[config.mk]
export PLATFORM = sky130hd
export DESIGN_NAME = sle_ctrl
export DESIGN_NICKNAME = d
export VERILOG_FILES = /design/src/assert_macros.svh /design/src/sle_pkg.sv /design/src/sle_ctrl.sv
export SDC_FILE = /design/constraint.sdc
export NUM_CORES = 1
export LEC_CHECK = 0
export BUFFER_PORTS_ARGS = -buffer_cell sky130_fd_sc_hd__buf_4
export CAP_MARGIN = 0
export CORE_UTILIZATION = 40
export DETAILED_ROUTE_END_ITERATION = 12
export PLACE_DENSITY = 0.83
export SLEW_MARGIN = 15
export SYNTH_ARGS = -nofsm -noshare
export SYNTH_HDL_FRONTEND = slang
export SYNTH_SLANG_ARGS = --single-unit
[constraint.sdc]
create_clock -name i_clk -period 1.5 [get_ports i_clk]
set_clock_uncertainty 0.2 [all_clocks]
set_input_delay 0.225 -clock i_clk [delete_from_list [all_inputs] [get_ports i_clk]]
set_output_delay 0.225 -clock i_clk [all_outputs]
set_load 0.02 [all_outputs]
[src/assert_macros.svh]
// ---------------------------------------------------------------------------
// assert_macros.svh
// Assertion macros shared by the RTL; they expand to nothing when SYNTH is set.
// ---------------------------------------------------------------------------
`ifndef ASSERT_MACROS_SVH
`define ASSERT_MACROS_SVH

`ifndef SYNTH
// Clocked assertion, disabled while reset is asserted.
`define ASSERT_AT(label, clk, rst_n, prop) \
    label: assert property (@(posedge clk) disable iff (!rst_n) prop) \
        else $error("assertion failed");
// Clocked assertion, checked in every cycle.
`define ASSERT_ALWAYS(label, clk, prop) \
    label: assert property (@(posedge clk) prop) else $error("assertion failed");
`else
`define ASSERT_AT(label, clk, rst_n, prop)
`define ASSERT_ALWAYS(label, clk, prop)
`endif

`endif

[src/sle_pkg.sv]
// ---------------------------------------------------------------------------
// sle_pkg
// Types, constants and controller/datapath interface structs for the list engine.
// ---------------------------------------------------------------------------
package sle_pkg;

    localparam int DEPTH_DEF  = 128;
    localparam int OP_W       = 3;
    localparam int POS_W      = 8;
    localparam int VAL_W      = 32;
    localparam int STAT_W     = 2;
    localparam int LEN_W      = 8;
    localparam int IN_DATA_W  = POS_W + VAL_W;
    localparam int OUT_DATA_W = VAL_W + LEN_W;

    typedef enum logic [OP_W-1:0] {
        OP_GET    = 3'd0,
        OP_LOCATE = 3'd1,
        OP_PRED   = 3'd2,
        OP_SUCC   = 3'd3,
        OP_INSERT = 3'd4,
        OP_DELETE = 3'd5,
        OP_CLEAR  = 3'd6
    } t_op;

    typedef enum logic [STAT_W-1:0] {
        ST_OK   = 2'd0,
        ST_MISS = 2'd1,
        ST_FULL = 2'd2
    } t_status;

    typedef enum logic [3:0] {
        S_IDLE,
        S_CHECK,
        S_GET_WAIT,
        S_SCAN,
        S_SUCC_WAIT,
        S_DEL_HEAD,
        S_DEL_SHIFT,
        S_INS_SHIFT,
        S_DONE
    } t_state;

    typedef enum logic [1:0] {RD_NONE, RD_POS, RD_IDX} t_rd_mode;
    typedef enum logic [2:0] {IDX_HOLD, IDX_ZERO, IDX_POS, IDX_TOP, IDX_INC} t_idx_mode;
    typedef enum logic [1:0] {WR_NONE, WR_UP, WR_DOWN, WR_VAL} t_wr_mode;
    typedef enum logic [1:0] {CNT_HOLD, CNT_INC, CNT_DEC, CNT_CLEAR} t_cnt_mode;
    typedef enum logic [2:0] {
        RES_HOLD, RES_MISS, RES_FULL, RES_DATA, RES_PREV, RES_POS, RES_OK
    } t_res_mode;

    typedef struct packed {
        logic      capture;
        t_rd_mode  rd;
        t_idx_mode idx;
        t_wr_mode  wr;
        logic      more_load;
        logic      more_step;
        t_cnt_mode cnt;
        t_res_mode res;
        logic      emit;
    } t_sle_cmd;

    typedef struct packed {
        t_op  op;
        logic pos_ok;
        logic ins_ok;
        logic full;
        logic empty;
        logic issue_ok;
        logic more;
        logic dv;
        logic match;
        logic last;
        logic has_pred;
        logic has_succ;
        logic out_free;
    } t_sle_stat;

endpackage

[src/sle_ctrl.sv]
// ---------------------------------------------------------------------------
// sle_ctrl
// Sequencer for the list engine: range checks, search walk, shift walks, result.
// ---------------------------------------------------------------------------
module sle_ctrl (
    input  logic               i_clk,
    input  logic               i_rst_n,
    input  logic               i_s_tvalid,
    output logic               o_s_tready,
    input  sle_pkg::t_sle_stat i_stat,
    output sle_pkg::t_sle_cmd  o_cmd
);

    sle_pkg::t_state r_state;
    sle_pkg::t_state n_state;

    always_ff @(posedge i_clk) begin
        if (!i_rst_n) begin
            r_state <= sle_pkg::S_IDLE;
        end else begin
            r_state <= n_state;
        end
    end

    always_comb begin
        n_state         = r_state;
        o_s_tready      = 1'b0;
        o_cmd.capture   = 1'b0;
        o_cmd.rd        = sle_pkg::RD_NONE;
        o_cmd.idx       = sle_pkg::IDX_HOLD;
        o_cmd.wr        = sle_pkg::WR_NONE;
        o_cmd.more_load = 1'b0;
        o_cmd.more_step = 1'b0;
        o_cmd.cnt       = sle_pkg::CNT_HOLD;
        o_cmd.res       = sle_pkg::RES_HOLD;
        o_cmd.emit      = 1'b0;
        unique case (r_state)
            sle_pkg::S_IDLE: begin
                o_s_tready = 1'b1;
                if (i_s_tvalid) begin
                    o_cmd.capture = 1'b1;
                    n_state       = sle_pkg::S_CHECK;
                end
            end
            sle_pkg::S_CHECK: begin
                n_state = sle_pkg::S_DONE;
                unique case (i_stat.op) inside
                    sle_pkg::OP_GET: begin
                        if (i_stat.pos_ok) begin
                            o_cmd.rd = sle_pkg::RD_POS;
                            n_state  = sle_pkg::S_GET_WAIT;
                        end else begin
                            o_cmd.res = sle_pkg::RES_MISS;
                        end
                    end
                    sle_pkg::OP_LOCATE, sle_pkg::OP_PRED, sle_pkg::OP_SUCC: begin
                        if (i_stat.empty) begin
                            o_cmd.res = sle_pkg::RES_MISS;
                        end else begin
                            o_cmd.idx = sle_pkg::IDX_ZERO;
                            n_state   = sle_pkg::S_SCAN;
                        end
                    end
                    sle_pkg::OP_INSERT: begin
                        if (!i_stat.ins_ok) begin
                            o_cmd.res = sle_pkg::RES_MISS;
                        end else if (i_stat.full) begin
                            o_cmd.res = sle_pkg::RES_FULL;
                        end else begin
                            o_cmd.idx       = sle_pkg::IDX_TOP;
                            o_cmd.more_load = 1'b1;
                            n_state         = sle_pkg::S_INS_SHIFT;
                        end
                    end
                    sle_pkg::OP_DELETE: begin
                        if (i_stat.pos_ok) begin
                            o_cmd.rd  = sle_pkg::RD_POS;
                            o_cmd.idx = sle_pkg::IDX_POS;
                            n_state   = sle_pkg::S_DEL_HEAD;
                        end else begin
                            o_cmd.res = sle_pkg::RES_MISS;
                        end
                    end
                    sle_pkg::OP_CLEAR: begin
                        o_cmd.cnt = sle_pkg::CNT_CLEAR;
                        o_cmd.res = sle_pkg::RES_OK;
                    end
                    default: begin
                        o_cmd.res = sle_pkg::RES_MISS;
                    end
                endcase
            end
            sle_pkg::S_GET_WAIT: begin
                o_cmd.res = sle_pkg::RES_DATA;
                n_state   = sle_pkg::S_DONE;
            end
            sle_pkg::S_SCAN: begin
                if (i_stat.issue_ok) begin
                    o_cmd.rd  = sle_pkg::RD_IDX;
                    o_cmd.idx = sle_pkg::IDX_INC;
                end
                if (i_stat.match) begin
                    n_state = sle_pkg::S_DONE;
                    unique case (i_stat.op)
                        sle_pkg::OP_LOCATE: begin
                            o_cmd.res = sle_pkg::RES_POS;
                        end
                        sle_pkg::OP_PRED: begin
                            o_cmd.res = i_stat.has_pred ? sle_pkg::RES_PREV
                                                        : sle_pkg::RES_MISS;
                        end
                        sle_pkg::OP_SUCC: begin
                            if (i_stat.has_succ) begin
                                n_state = sle_pkg::S_SUCC_WAIT;
                            end else begin
                                o_cmd.res = sle_pkg::RES_MISS;
                            end
                        end
                        default: begin
                            o_cmd.res = sle_pkg::RES_MISS;
                        end
                    endcase
                end else if (i_stat.dv && i_stat.last) begin
                    o_cmd.res = sle_pkg::RES_MISS;
                    n_state   = sle_pkg::S_DONE;
                end
            end
            sle_pkg::S_SUCC_WAIT: begin
                o_cmd.res = sle_pkg::RES_DATA;
                n_state   = sle_pkg::S_DONE;
            end
            sle_pkg::S_DEL_HEAD: begin
                o_cmd.res = sle_pkg::RES_DATA;
                if (i_stat.issue_ok) begin
                    o_cmd.rd  = sle_pkg::RD_IDX;
                    o_cmd.idx = sle_pkg::IDX_INC;
                end
                n_state = sle_pkg::S_DEL_SHIFT;
            end
            sle_pkg::S_DEL_SHIFT: begin
                if (i_stat.dv) begin
                    o_cmd.wr = sle_pkg::WR_DOWN;
                end
                if (i_stat.issue_ok) begin
                    o_cmd.rd  = sle_pkg::RD_IDX;
                    o_cmd.idx = sle_pkg::IDX_INC;
                end
                if (!i_stat.dv && !i_stat.issue_ok) begin
                    o_cmd.cnt = sle_pkg::CNT_DEC;
                    n_state   = sle_pkg::S_DONE;
                end
            end
            sle_pkg::S_INS_SHIFT: begin
                if (i_stat.dv) begin
                    o_cmd.wr = sle_pkg::WR_UP;
                end
                if (i_stat.more) begin
                    o_cmd.rd        = sle_pkg::RD_IDX;
                    o_cmd.more_step = 1'b1;
                end
                if (!i_stat.more && !i_stat.dv) begin
                    o_cmd.wr  = sle_pkg::WR_VAL;
                    o_cmd.cnt = sle_pkg::CNT_INC;
                    o_cmd.res = sle_pkg::RES_OK;
                    n_state   = sle_pkg::S_DONE;
                end
            end
            sle_pkg::S_DONE: begin
                if (i_stat.out_free) begin
                    o_cmd.emit = 1'b1;
                    n_state    = sle_pkg::S_IDLE;
                end
            end
            default: begin
                n_state = sle_pkg::S_IDLE;
            end
        endcase
    end

endmodule

==> out/qor.yml, run 1 <==
place:
  io_buffers: 34
  dp.final_hpwl_mm: 2.49
  gp_routability_congestion: 0.901
  dp_slack_ps: -412
  dp_cells: 200
floorplan:
  pin_count: 35
  floorplan.initialDensity_pct: 44.6
  die_h_um: 47.1
  dieWidth_um: 47.1
  rows: 15
cts:
  cts_made_buffers: 3
  cts_buffer_depth: 2
  cts-hold-fix-buffers: 0
  h_tree_depth_reported_by_cts: 1
  cts_num_sinks: 4
  clock-root-buffer: "clkbuf_4"
logic_synthesis:
  synth-edff-count: 0
  yosys_warns: 0
  post_synth.cell_area_avg_um2: 7.06
  synth-xor-area-share_pct: 2.16
  synth_top_cells_by_area: "dfxtp_1 (9.9%), a21oi_1 (8.6%), a221oi_1 (4.3%), nand2_1 (4.2%), nand2b_1 (3.9%)"
  yosys.area.top_type: "dfxtp_1"
  synthTopCellsByCount: "a21oi_1 (14), nand2_1 (9), clkbuf_1 (6), inv_1 (6), o21ai_0 (6)"
  netlist_area_um2: 812
  yosys.cell_count.top_type: "a21oi_1"
  ffs_w_async_s_r_synth_pct: 0
  synth_seq_area_share_pct: 9.86
  synthMuxAreaShare_pct: 5.24
  synthFlopType: "dfxtp_1"
  synth.lib_cells_used.distinct: 49
  synth-seq-cells: 4
  post_synth_fa_ha_maj_area_fraction_pct: 0
  synth-simple-area-share_pct: 38.2
  fraction_of_post_synthesis_cell_area_in_the_top_cell_type_by_area_pct: 9.86
  synth_top_family_by_area: "simple AND/OR/NAND/NOR gates"
  synthesis.nets: 133
  syn_inst: 115
  synth_compound_area_share_pct: 34.2
global_routing:
  maximum_number_of_pins_on_one_net_before_global_route_repair: 16
sta:
  grt-worst-endpoint: "o_cmd[5]"
  endpoint_type: "primary output"
outcome:
  haltStage: "5_1_grt"
  first_error_line_in_the_log: "[ERROR DPL-0038] Utilization greater than 100%, impossible to legalize"
  outcome: "stopped before the end"
repair_timing:
item	4_1_cts
pin swaps	15
buffers inserted	15
gates resized for setup	43
endpoints found under the setup margin	21
kinds of logic after synthesis:
family / Yosys count
xor gates and xnor gates: 2
AOI/OAI and AO/OA: 41
and+or+nand+nor: 47
DFF: 4
buffers and inverters: 17
muxes: 4
per-stage QoR:
stage | utilization, % | setup TNS (ps) | hold slack, ps | cell area, um2
after detailed placement | 79.1 | -4990 | 339 | 1440
after CTS | 94.2 | -7640 | 94.0 | 1720
after floorplan | - | -2580 | 196 | 952
after global placement | 79.1 | -3980 | 331 | 1440
==> run 2, diff against run 1 <==
CORE_AREA = 2 2 63 65   (was unset)
CORE_UTILIZATION = unset   (was 40)
DIE_AREA = 0 0 65 67   (was unset)
PLACE_DENSITY = unset   (was 0.83)
PLACE_DENSITY_LB_ADDON = 0.15   (was unset)
clock period = 2 ns   (was 1.5 ns; I/O delays follow)
==> run 2 against run 1 <==
The flow now finishes, with violations (negative setup slack). Synthesized cell count unchanged. Area after synthesis unchanged.
==> out/qor.yml, run 2 <==
logic_synthesis:
  synthesis.nets: 133  # unchanged
  netlist_area_um2: 812  # unchanged
  post_synth.cell_area_avg_um2: 7.06  # unchanged
  synth.lib_cells_used.distinct: 49  # unchanged
  ffs_w_async_s_r_synth_pct: 0  # unchanged
  yosys.cell_count.top_type: "a21oi_1"  # unchanged
  synth-seq-cells: 4  # unchanged
  synthTopCellsByCount: "a21oi_1 (14), nand2_1 (9), clkbuf_1 (6), inv_1 (6), o21ai_0 (6)"  # unchanged
  yosys.area.top_type: "dfxtp_1"  # unchanged
  syn_inst: 115  # unchanged
  synthFlopType: "dfxtp_1"  # unchanged
  synth_top_cells_by_area: "dfxtp_1 (9.9%), a21oi_1 (8.6%), a221oi_1 (4.3%), nand2_1 (4.2%), nand2b_1 (3.9%)"  # unchanged
  synth_seq_area_share_pct: 9.86  # unchanged
  yosys_warns: 0  # unchanged
  fraction_of_post_synthesis_cell_area_in_the_top_cell_type_by_area_pct: 9.86  # unchanged
  synth-edff-count: 0  # unchanged
sta:
  final_min_period_over_clock_period_pct: 105
  achievable-frequency_mhz: 477
  rsz0062_at_grt: "true"
  slew_headroom_pct: 78.0
  final-max-slew-violation-count: 0
  hold_viol_final: 0
  finalSetupViolCount: 8
  fin_crit_ps: 2100
  slew_at_the_pin_with_the_worst_max_slew_slack_ps: 331
  final.setup.worst_slack_ps: -95.4
  timing.hold.ws_ps: 198
route:
  routedWlPerCell_um: 14.1
  routed_via_density: 5.12
  via_count: 1136
  antenna_violating_nets_post_route: 0
  drt-total-wl_mm: 3.13
  drc_errors: 0
  drt_first_pass_iters: 4
  drt_first_iter_violations: 28
global_routing:
  first_global_vias: 1193
  global_route_wire_length_before_repair_mm: 5.39
  track_usage_pct: 15.4
  maximum_number_of_pins_on_one_net_before_global_route_repair: 17
  grt_overflow: 0
  grt_antenna_before_repair: 0
cts:
  cts-hold-fix-buffers: 0  # unchanged
  cts_made_buffers: 3  # unchanged
  cts_buffer_depth: 2  # unchanged
  later_pin_clock_latency_in_the_skew_report_ps: 220
  tritoncts_clock_tree: "built"
  cts_num_sinks: 4  # unchanged
  cts.reportedPaths.clkPinSlew_ps: 30
  clock-root-buffer: "clkbuf_8"  # was clkbuf_4
  h_tree_depth_reported_by_cts: 1  # unchanged
setup_path:
  endpoint_kind: "primary output"
  criticalPathCategory: "flop to primary output"
  worstPathMaxFanout: 4
  cp_cell_sequence: "buf_6, nor4b_4, nand2_1, or3_4, inv_2, buf_6"
  cp_slowest_cell: "or3_4"
  reg2reg_depth: 7
  reg2reg_to: "r_state[2]"
  worstPathArrival_ps: 1600
  rr_startpoint: "r_state[1]"
  cp.buffers_inverters: 3
  reg2reg_slack_ps: 10
  critPathRequiredTime_ps: 1500
  path_delay_family: "simple AND/OR/NAND/NOR gates"
  critical_path.startpoint_type: "flop"
  critical-path-top-cell-by-count: "buf_6"
  timing.critical_path.slowest_cell_delay_ps: 410
layout:
  largestRegisters: "r_state x4"
  count_of_nets_after_finishing: 194
  area_added_between_synthesis_and_finish_pct: 92.3
  fin_cells: 222
  drive_gt1_share_pct: 58.0
  largest-register: "r_state"
  most-common-layout-cells: "buf_4 (55), a21oi_1 (12), buf_6 (11)"
  mostFrequentLayoutCell: "buf_4"
  largest_reg_flops: 4
  antenna_cells: 0
floorplan:
  die_h_um: 67  # was 47.1 um
  pin_count: 35  # unchanged
  dieWidth_um: 65  # was 47.1 um
  fp.dieArea_mm2: 0.00436
  rows: 22  # was 15
  floorplan.initialDensity_pct: 22.5  # was 44.6%
  core_area_mm2: 0.00361
place:
  dp.final_hpwl_mm: 2.28  # was 2.49 mm
  gp_routability_congestion: 0.852  # was 0.901
  io_buffers: 34  # unchanged
  dp_cells: 207  # was 200
  dp_slack_ps: -46.2  # was -412 ps
power_and_ir_drop:
  vdd.ir_drop.worst_v: 0.000222
  leakage_nw: 0.652
  power.density_cell_area_mw_per_mm2: 435
  power_mw: 0.680
hold_path:
  worstHoldPathCells: 3
  min-delay-path-class: "input pin to flop"
  min_delay_endpoint: "r_state[1]"
  hp-start: "i_rst_n"
outcome:
  violated_checks: "negative setup slack"
  outcome: "finished with violations"  # was stopped before the end
job:
  timing.max_cap.violations: 0
## run 2: cell counts after synthesis
Identical to the previous run, type by type.
## run 2: cell type report
type                       instances  area, um2
timing repair buffer              66        537
fill                             362       2040
inverter                           7       26.3
sequential                         4       92.6
tap                               48       60.1
clock buffer                       3       41.3
multi-input combinational         94        805
## run 2: kinds of logic (layout without fill, tap and decap cells)
logic type	count (synthesis)	count (layout)	share of synthesized area (%)
compound gates	41	41	34.2
xor+xnor	2	2	2.16
buf+inv	17	76	10.3
flops	4	4	9.86
mux	4	4	5.24
simple gates	47	47	38.2
## run 2: where the power goes
part / leakage [nW] / total [mW] / switching [mW] / internal [mW]
Combinational: 0.595 / 0.403 / 0.196 / 0.207
Clock: 0.0216 / 0.170 / 0.0418 / 0.128
Sequential: 0.0353 / 0.106 / 0.0178 / 0.0886
## run 2: how the worst max path moves through the flow
stage / from / to / slack [ps] / cells past startpoint
floorplan: r_state[0] / o_cmd[15] / -130 / 3
global placement: r_state[0] / r_state[3] / -70 / 5
detailed placement: r_state[0] / r_state[3] / -50 / 5
CTS: r_state[1] / o_cmd[13] / -140 / 4
global route: r_state[1] / o_cmd[11] / -180 / 6
finish: r_state[1] / o_cmd[11] / -100 / 6
## run 2: per-stage QoR
| stage | setup TNS (ps) | util, % | area, um2 |
|---|---|---|---|
| after floorplan | -168 | - | 842 |
| after global placement | -188 | 34.7 | 1250 |
| after detailed placement | -69.9 | 34.7 | 1250 |
| after CTS | -411 | 41.2 | 1490 |
| after global routing | -1170 | 43.3 | 1560 |
| final | -394 | 43.3 | 1560 |
## run 2: timing repair
item,CTS,global route
resized for setup,32,10
endpoints found under the setup margin,16,15
pin swaps,11,5
buffers inserted,10,2
## run 2: per-layer routing
layer	vias up	part of all wire, %	global-route usage [%]	routed length (um)
met5	-	0	0	0
met4	0	0.26	2.66	8
met1	538	45	20.5	1410
met2	32	49	25.4	1540
li1	564	-	-	-
met3	2	5.3	3.55	165
## run 2: worst register-to-register path, cell delays in order, from the launching register on
cell	delay (ps)
dfxtp_2	310
buf_6	120
nor4b_4	250
nand2_1	130
or3_4	410
buf_4	140
buf_4	120
a311oi_1	210
No activity file was read; power rests on OpenSTA's default activity.
==> run 3, diff against run 2 <==
CORE_AREA = 4 4 65 67   (was 2 2 63 65)
DIE_AREA = 0 0 69 71   (was 0 0 65 67)
==> run 3 against run 2 <==
The run still ends with negative setup slack left. Via count grew 0.53%. Fmax is 0.75% lower. Non-clock buffer count shrank 2. Flip-flop and latch count unchanged. Global-route usage shrank 3.1 points.
==> out/qor.yml, run 3 (synthesized netlist as in run 2, its figures left out) <==
floorplan:
  floorplan.initialDensity_pct: 22.3  # was 22.5%
  fp.dieArea_mm2: 0.00490  # was 0.00436 mm2
  die_h_um: 71  # was 67 um
  rows: 22  # unchanged
  core_area_mm2: 0.00363  # was 0.00361 mm2
  dieWidth_um: 69  # was 65 um
  pin_count: 35  # unchanged
layout:
  area_added_between_synthesis_and_finish_pct: 84.3  # was 92.3%
  most-common-layout-cells: "buf_4 (53), a21oi_1 (13), nand2_1 (9), buf_6 (9), o21ai_0 (6)"  # was buf_4 (55), a21oi_1 (12), buf_6 (11)
  final_core_util_pct: 41.2  # was 43.3%
  largest-register: "r_state"  # unchanged
  largestRegisters: "r_state x4"  # unchanged
  fin_cells: 220  # was 222
  area_taken_by_flip_flops_and_latches_um2: 90.1  # was 92.6 um2
  antenna_cells: 0  # unchanged
  multiInputGateArea_um2: 739  # was 805 um2
  count_of_nets_after_finishing: 192  # was 194
  mostFrequentLayoutCell: "buf_4"  # unchanged
  drive_gt1_share_pct: 53.5  # was 58.0%
  num-fill-cells: 387  # was 362
  largest_reg_flops: 4  # unchanged
setup_path:
  rr_startpoint: "r_state[1]"  # unchanged
  critPathRequiredTime_ps: 1500  # about the same
  reg2reg_depth: 7  # unchanged
  criticalPathCategory: "flop to primary output"  # unchanged
  worstPathArrival_ps: 1610  # was 1600 ps
  reg2reg_slack_ps: 40  # was 10 ps
  critical_path.startpoint_type: "flop"  # unchanged
  reg2reg_to: "r_state[2]"  # unchanged
  endpoint_kind: "primary output"  # unchanged
  worstPathMaxFanout: 4  # unchanged
global_routing:
  maximum_number_of_pins_on_one_net_before_global_route_repair: 17  # unchanged
  first_global_vias: 1077  # was 1,193
  track_usage_pct: 12.3  # was 15.4%
  grt_overflow: 0  # unchanged
  global_route_wire_length_before_repair_mm: 5.20  # was 5.39 mm
  grt_antenna_before_repair: 0  # unchanged
hold_path:
  hp-start: "i_rst_n"  # unchanged
  min_delay_endpoint: "r_state[1]"  # unchanged
  min-delay-path-class: "input pin to flop"  # unchanged
  worstHoldPathCells: 3  # unchanged
sta:
  achievable-frequency_mhz: 474  # was 477 MHz
  rsz0062_at_grt: "true"  # unchanged
  final_min_period_over_clock_period_pct: 106  # was 105%
  timing.hold.ws_ps: 187  # was 198 ps
  slew_at_the_pin_with_the_worst_max_slew_slack_ps: 326  # was 331 ps
  final-max-slew-violation-count: 0  # unchanged
  slew_headroom_pct: 78.3  # was 78.0%
  fin_crit_ps: 2110  # was 2100 ps
  final.setup.worst_slack_ps: -111  # was -95.4 ps
  finalSetupViolCount: 6  # was 8
  hold_viol_final: 0  # unchanged
route:
  via_count: 1142  # was 1,136
  antenna_violating_nets_post_route: 0  # unchanged
  drt-total-wl_mm: 3.19  # was 3.13 mm
  routed_via_density: 5.19  # was 5.12
  drt_first_iter_violations: 45  # was 28
  routedWlPerCell_um: 14.5  # was 14.1 um
  drt_first_pass_iters: 4  # unchanged
  drc_errors: 0  # unchanged
power_and_ir_drop:
  leakage_nw: 0.639  # was 0.652 nW
  vdd.ir_drop.worst_v: 0.000170  # was 0.000222 V
  power_mw: 0.680  # about the same
  power.density_cell_area_mw_per_mm2: 455  # was 435 mW/mm2
place:
  dp_cells: 207  # unchanged
  io_buffers: 34  # unchanged
  gp_routability_congestion: 0.779  # was 0.852
  dp.final_hpwl_mm: 2.38  # was 2.28 mm
cts:
  tritoncts_clock_tree: "built"  # unchanged
  h_tree_depth_reported_by_cts: 1  # unchanged
  cts_made_buffers: 3  # unchanged
  later_pin_clock_latency_in_the_skew_report_ps: 220  # about the same
  cts_buffer_depth: 2  # unchanged
  cts.reportedPaths.clkPinSlew_ps: 30  # about the same
  clock-root-buffer: "clkbuf_8"  # unchanged
  cts-hold-fix-buffers: 0  # unchanged
  cts_num_sinks: 4  # unchanged
outcome:
  outcome: "finished with violations"  # unchanged
  violated_checks: "negative setup slack"  # unchanged
job:
  timing.max_cap.violations: 0  # unchanged
[run 3: changes by cell type in the layout (fill, tap and decap cells not counted), sizes merged]
cell and change:
clkbuf +1, buf -3
[run 3: critical path, stage by stage (launching register included)]
cell	delay (ps)
dfxtp_2	330
buf_6	120
nor4b_4	230
nand2_1	140
or3_4	410
inv_2	60
buf_6	110
[run 3: power by group]
part	total, mW	leakage (nW)	internal, mW	switching (mW)
logic	0.404	0.583	0.217	0.187
registers	0.107	0.0350	0.0888	0.0181
clock network	0.169	0.0216	0.128	0.0411
[run 3: area by class of cell]
type	count	area share, %
inverter	7	1.76
sequential	4	6.02
tap	48	4.01
clock buffer	3	2.76
multi-input combinational	94	49.4
timing repair buffer	64	36.0
[run 3: repair_timing]
action,CTS,global route
setup endpoints to repair,14,13
gates cloned,0,1
setup buffers,4,5
gates resized for setup,22,8
pin swaps,8,4
[run 3: worst max-delay path by stage]
stage,startpoint,to,slack [ps],cells past startpoint
after floorplan,r_state[0],o_cmd[15],-130,3
after detailed placement,r_state[0],o_cmd[2],-3,5
after CTS,r_state[1],o_cmd[11],-100,6
final,r_state[1],o_cmd[11],-110,6
after global routing,r_state[1],o_cmd[11],-180,6
after global placement,i_stat[6],o_cmd[2],40,6
[run 3: stage by stage]
stage               cell area, um2  setup TNS, ps  setup slack (ps)
global placement              1250              0              41.6
detailed placement            1250          -2.87             -2.87
finish                        1500           -450              -111
global route                  1500          -1150              -182
floorplan                      842           -168              -134
CTS                           1390           -335              -105
[run 3: per-layer routing]
| layer | wire (um) | vias to the layer above | global-route usage, % |
|---|---|---|---|
| met4 | 14 | 0 | 1.95 |
| met3 | 152 | 2 | 2.84 |
| met1 | 1500 | 554 | 15.9 |
| met2 | 1530 | 30 | 21.1 |
| li1 | - | 556 | - |
| met5 | 0 | - | 0 |
==> run 4, diff against run 3 <==
CELL_PAD_IN_SITES_DETAIL_PLACEMENT = 1   (was unset)
CELL_PAD_IN_SITES_GLOBAL_PLACEMENT = 2   (was unset)
==> run 4 against run 3 <==
Wire length is 9.3% higher. Core utilization grew 3.2 points. The run still ends with negative setup slack left. Largest cell class unchanged. Combinational power is 8.2% higher. Global-route usage up 0.91 points. Non-clock buffer count rose by 6. First-iteration DRC count is 53% higher. Total power grew 3.7%. Critical endpoint is now o_cmd[13]. Fmax grew 0.41%.
==> out/qor.yml, run 4 (synthesized netlist as in run 2, its figures left out) <==
outcome:
  outcome: "finished with violations"  # unchanged
  violated_checks: "negative setup slack"  # unchanged
floorplan:
  die_h_um: 71  # unchanged
  pin_count: 35  # unchanged
  core_area_mm2: 0.00363  # unchanged
  floorplan.initialDensity_pct: 22.3  # unchanged
  fp.dieArea_mm2: 0.00490  # unchanged
  rows: 22  # unchanged
  dieWidth_um: 69  # unchanged
sta:
  finalSetupViolCount: 7  # was 6
  hold_viol_final: 0  # unchanged
  rsz0062_at_grt: "true"  # unchanged
  final.setup.worst_slack_ps: -103  # was -111 ps
  fin_crit_ps: 2100  # was 2110 ps
  final-max-slew-violation-count: 0  # unchanged
  slew_headroom_pct: 73.4  # was 78.3%
  slew_at_the_pin_with_the_worst_max_slew_slack_ps: 400  # was 326 ps
  achievable-frequency_mhz: 476  # was 474 MHz
  setup_total_negative_slack_ps: -335  # was -450 ps
  final_min_period_over_clock_period_pct: 105  # was 106%
layout:
  count_of_nets_after_finishing: 198  # was 192
  fin_cells: 226  # was 220
  area_added_between_synthesis_and_finish_pct: 98.6  # was 84.3%
  largest_reg_flops: 4  # unchanged
  most-common-layout-cells: "buf_4 (61), a21oi_1 (13), buf_6 (9)"  # was buf_4 (53), a21oi_1 (13), nand2_1 (9), buf_6 (9), o21ai_0 (6)
  antenna_cells: 0  # unchanged
  num-fill-cells: 443  # was 387
  largestRegisters: "r_state x4"  # unchanged
  mostFrequentLayoutCell: "buf_4"  # unchanged
  drive_gt1_share_pct: 58.4  # was 53.5%
  largest-register: "r_state"  # unchanged
global_routing:
  first_global_vias: 1176  # was 1,077
  grt_antenna_before_repair: 0  # unchanged
  global_route_wire_length_before_repair_mm: 5.58  # was 5.20 mm
  track_usage_pct: 13.2  # was 12.3%
  maximum_number_of_pins_on_one_net_before_global_route_repair: 17  # unchanged
  grt_overflow: 0  # unchanged
setup_path:
  critPathRequiredTime_ps: 1500  # about the same
  endpoint_kind: "primary output"  # unchanged
  worstPathMaxFanout: 6  # was 4
  critical_path.startpoint_type: "flop"  # unchanged
  criticalPathCategory: "flop to primary output"  # unchanged
  worstPathArrival_ps: 1600  # was 1610 ps
route:
  routedWlPerCell_um: 15.4  # was 14.5 um
  drt_first_iter_violations: 69  # was 45
  routed_via_density: 5.14  # was 5.19
  drt-total-wl_mm: 3.49  # was 3.19 mm
  drt_first_pass_iters: 4  # unchanged
  antenna_violating_nets_post_route: 0  # unchanged
  drc_errors: 0  # unchanged
  via_count: 1162  # was 1,142
power_and_ir_drop:
  leakage_nw: 0.679  # was 0.639 nW
  vdd.ir_drop.worst_v: 0.000164  # was 0.000170 V
  power.density_cell_area_mw_per_mm2: 438  # was 455 mW/mm2
  power_mw: 0.706  # was 0.680 mW
hold_path:
  min-delay-path-class: "input pin to flop"  # unchanged
place:
  gp_routability_congestion: 0.803  # was 0.779
  io_buffers: 34  # unchanged
  dp.final_hpwl_mm: 2.55  # was 2.38 mm
  dp_cells: 209  # was 207
cts:
  cts_num_sinks: 4  # unchanged
  cts_buffer_depth: 2  # unchanged
  later_pin_clock_latency_in_the_skew_report_ps: 210  # was 220 ps
  clock-root-buffer: "clkbuf_8"  # unchanged
  tritoncts_clock_tree: "built"  # unchanged
  cts.reportedPaths.clkPinSlew_ps: 30  # about the same
  h_tree_depth_reported_by_cts: 1  # unchanged
  cts_made_buffers: 3  # unchanged
job:
  timing.max_cap.violations: 0  # unchanged
run 4: cell count changes in the layout (fill, tap and decap cells not counted), sizes merged:
cell,delta
clkbuf,-1
buf,+7
run 4: final timing paths:
path	from	end	slack (ps)	depth (start not counted)
min reg2reg	r_state[1]	r_state[1]	470	2
min	i_stat[0]	r_state[3]	210	3
max	r_state[1]	o_cmd[13]	-100	3
max reg2reg	r_state[3]	r_state[2]	40	7
run 4: final cells by class:
cell class	instances	area [um2]	area share [%]
timing repair buffer	70	559	34.7
inverter	7	26.3	1.63
multi-input combinational	94	831	51.5
clock buffer	3	41.3	2.56
sequential	4	95.1	5.90
tap	48	60.1	3.72
run 4: routing by layer:
metal | up-vias | wire length, um | GRT usage (%)
li1 | 567 | - | -
met1 | 560 | 1580 | 17.3
met2 | 28 | 1770 | 22.6
met3 | 7 | 100 | 1.99
met4 | 0 | 42 | 3.47
met5 | - | 0 | 0
run 4: per-stage QoR:
stage               util [%]  setup slack, ps  instance area (um2)  hold WS (ps)
finish                  44.4             -103                 1610           206
global route            44.4             -175                 1610           216
CTS                     40.4            -79.7                 1470           188
detailed placement      34.8            -53.5                 1260           423
global placement        34.8            -14.8                 1260           430
floorplan                  -             -134                  842           271
run 4: worst max-delay path: stages (launching register included):
cell and delay [ps]:
dfxtp_4 360, or4b_4 600, nor4b_4 240, buf_4 180
run 4: where the power goes:
group	internal, mW	total (mW)	leakage [nW]	switching, mW
Clock	0.128	0.167	0.0216	0.0387
Combinational	0.226	0.437	0.622	0.211
Sequential	0.0877	0.102	0.0356	0.0141
Total	0.442	0.706	0.679	0.264
run 4: timing repair:
action	in CTS	in global routing
setup endpoints to repair	17	14
hold buffers	0	0
buffers inserted	10	5
pin swaps	9	9
gates resized for setup	26	18
cloned	0	0
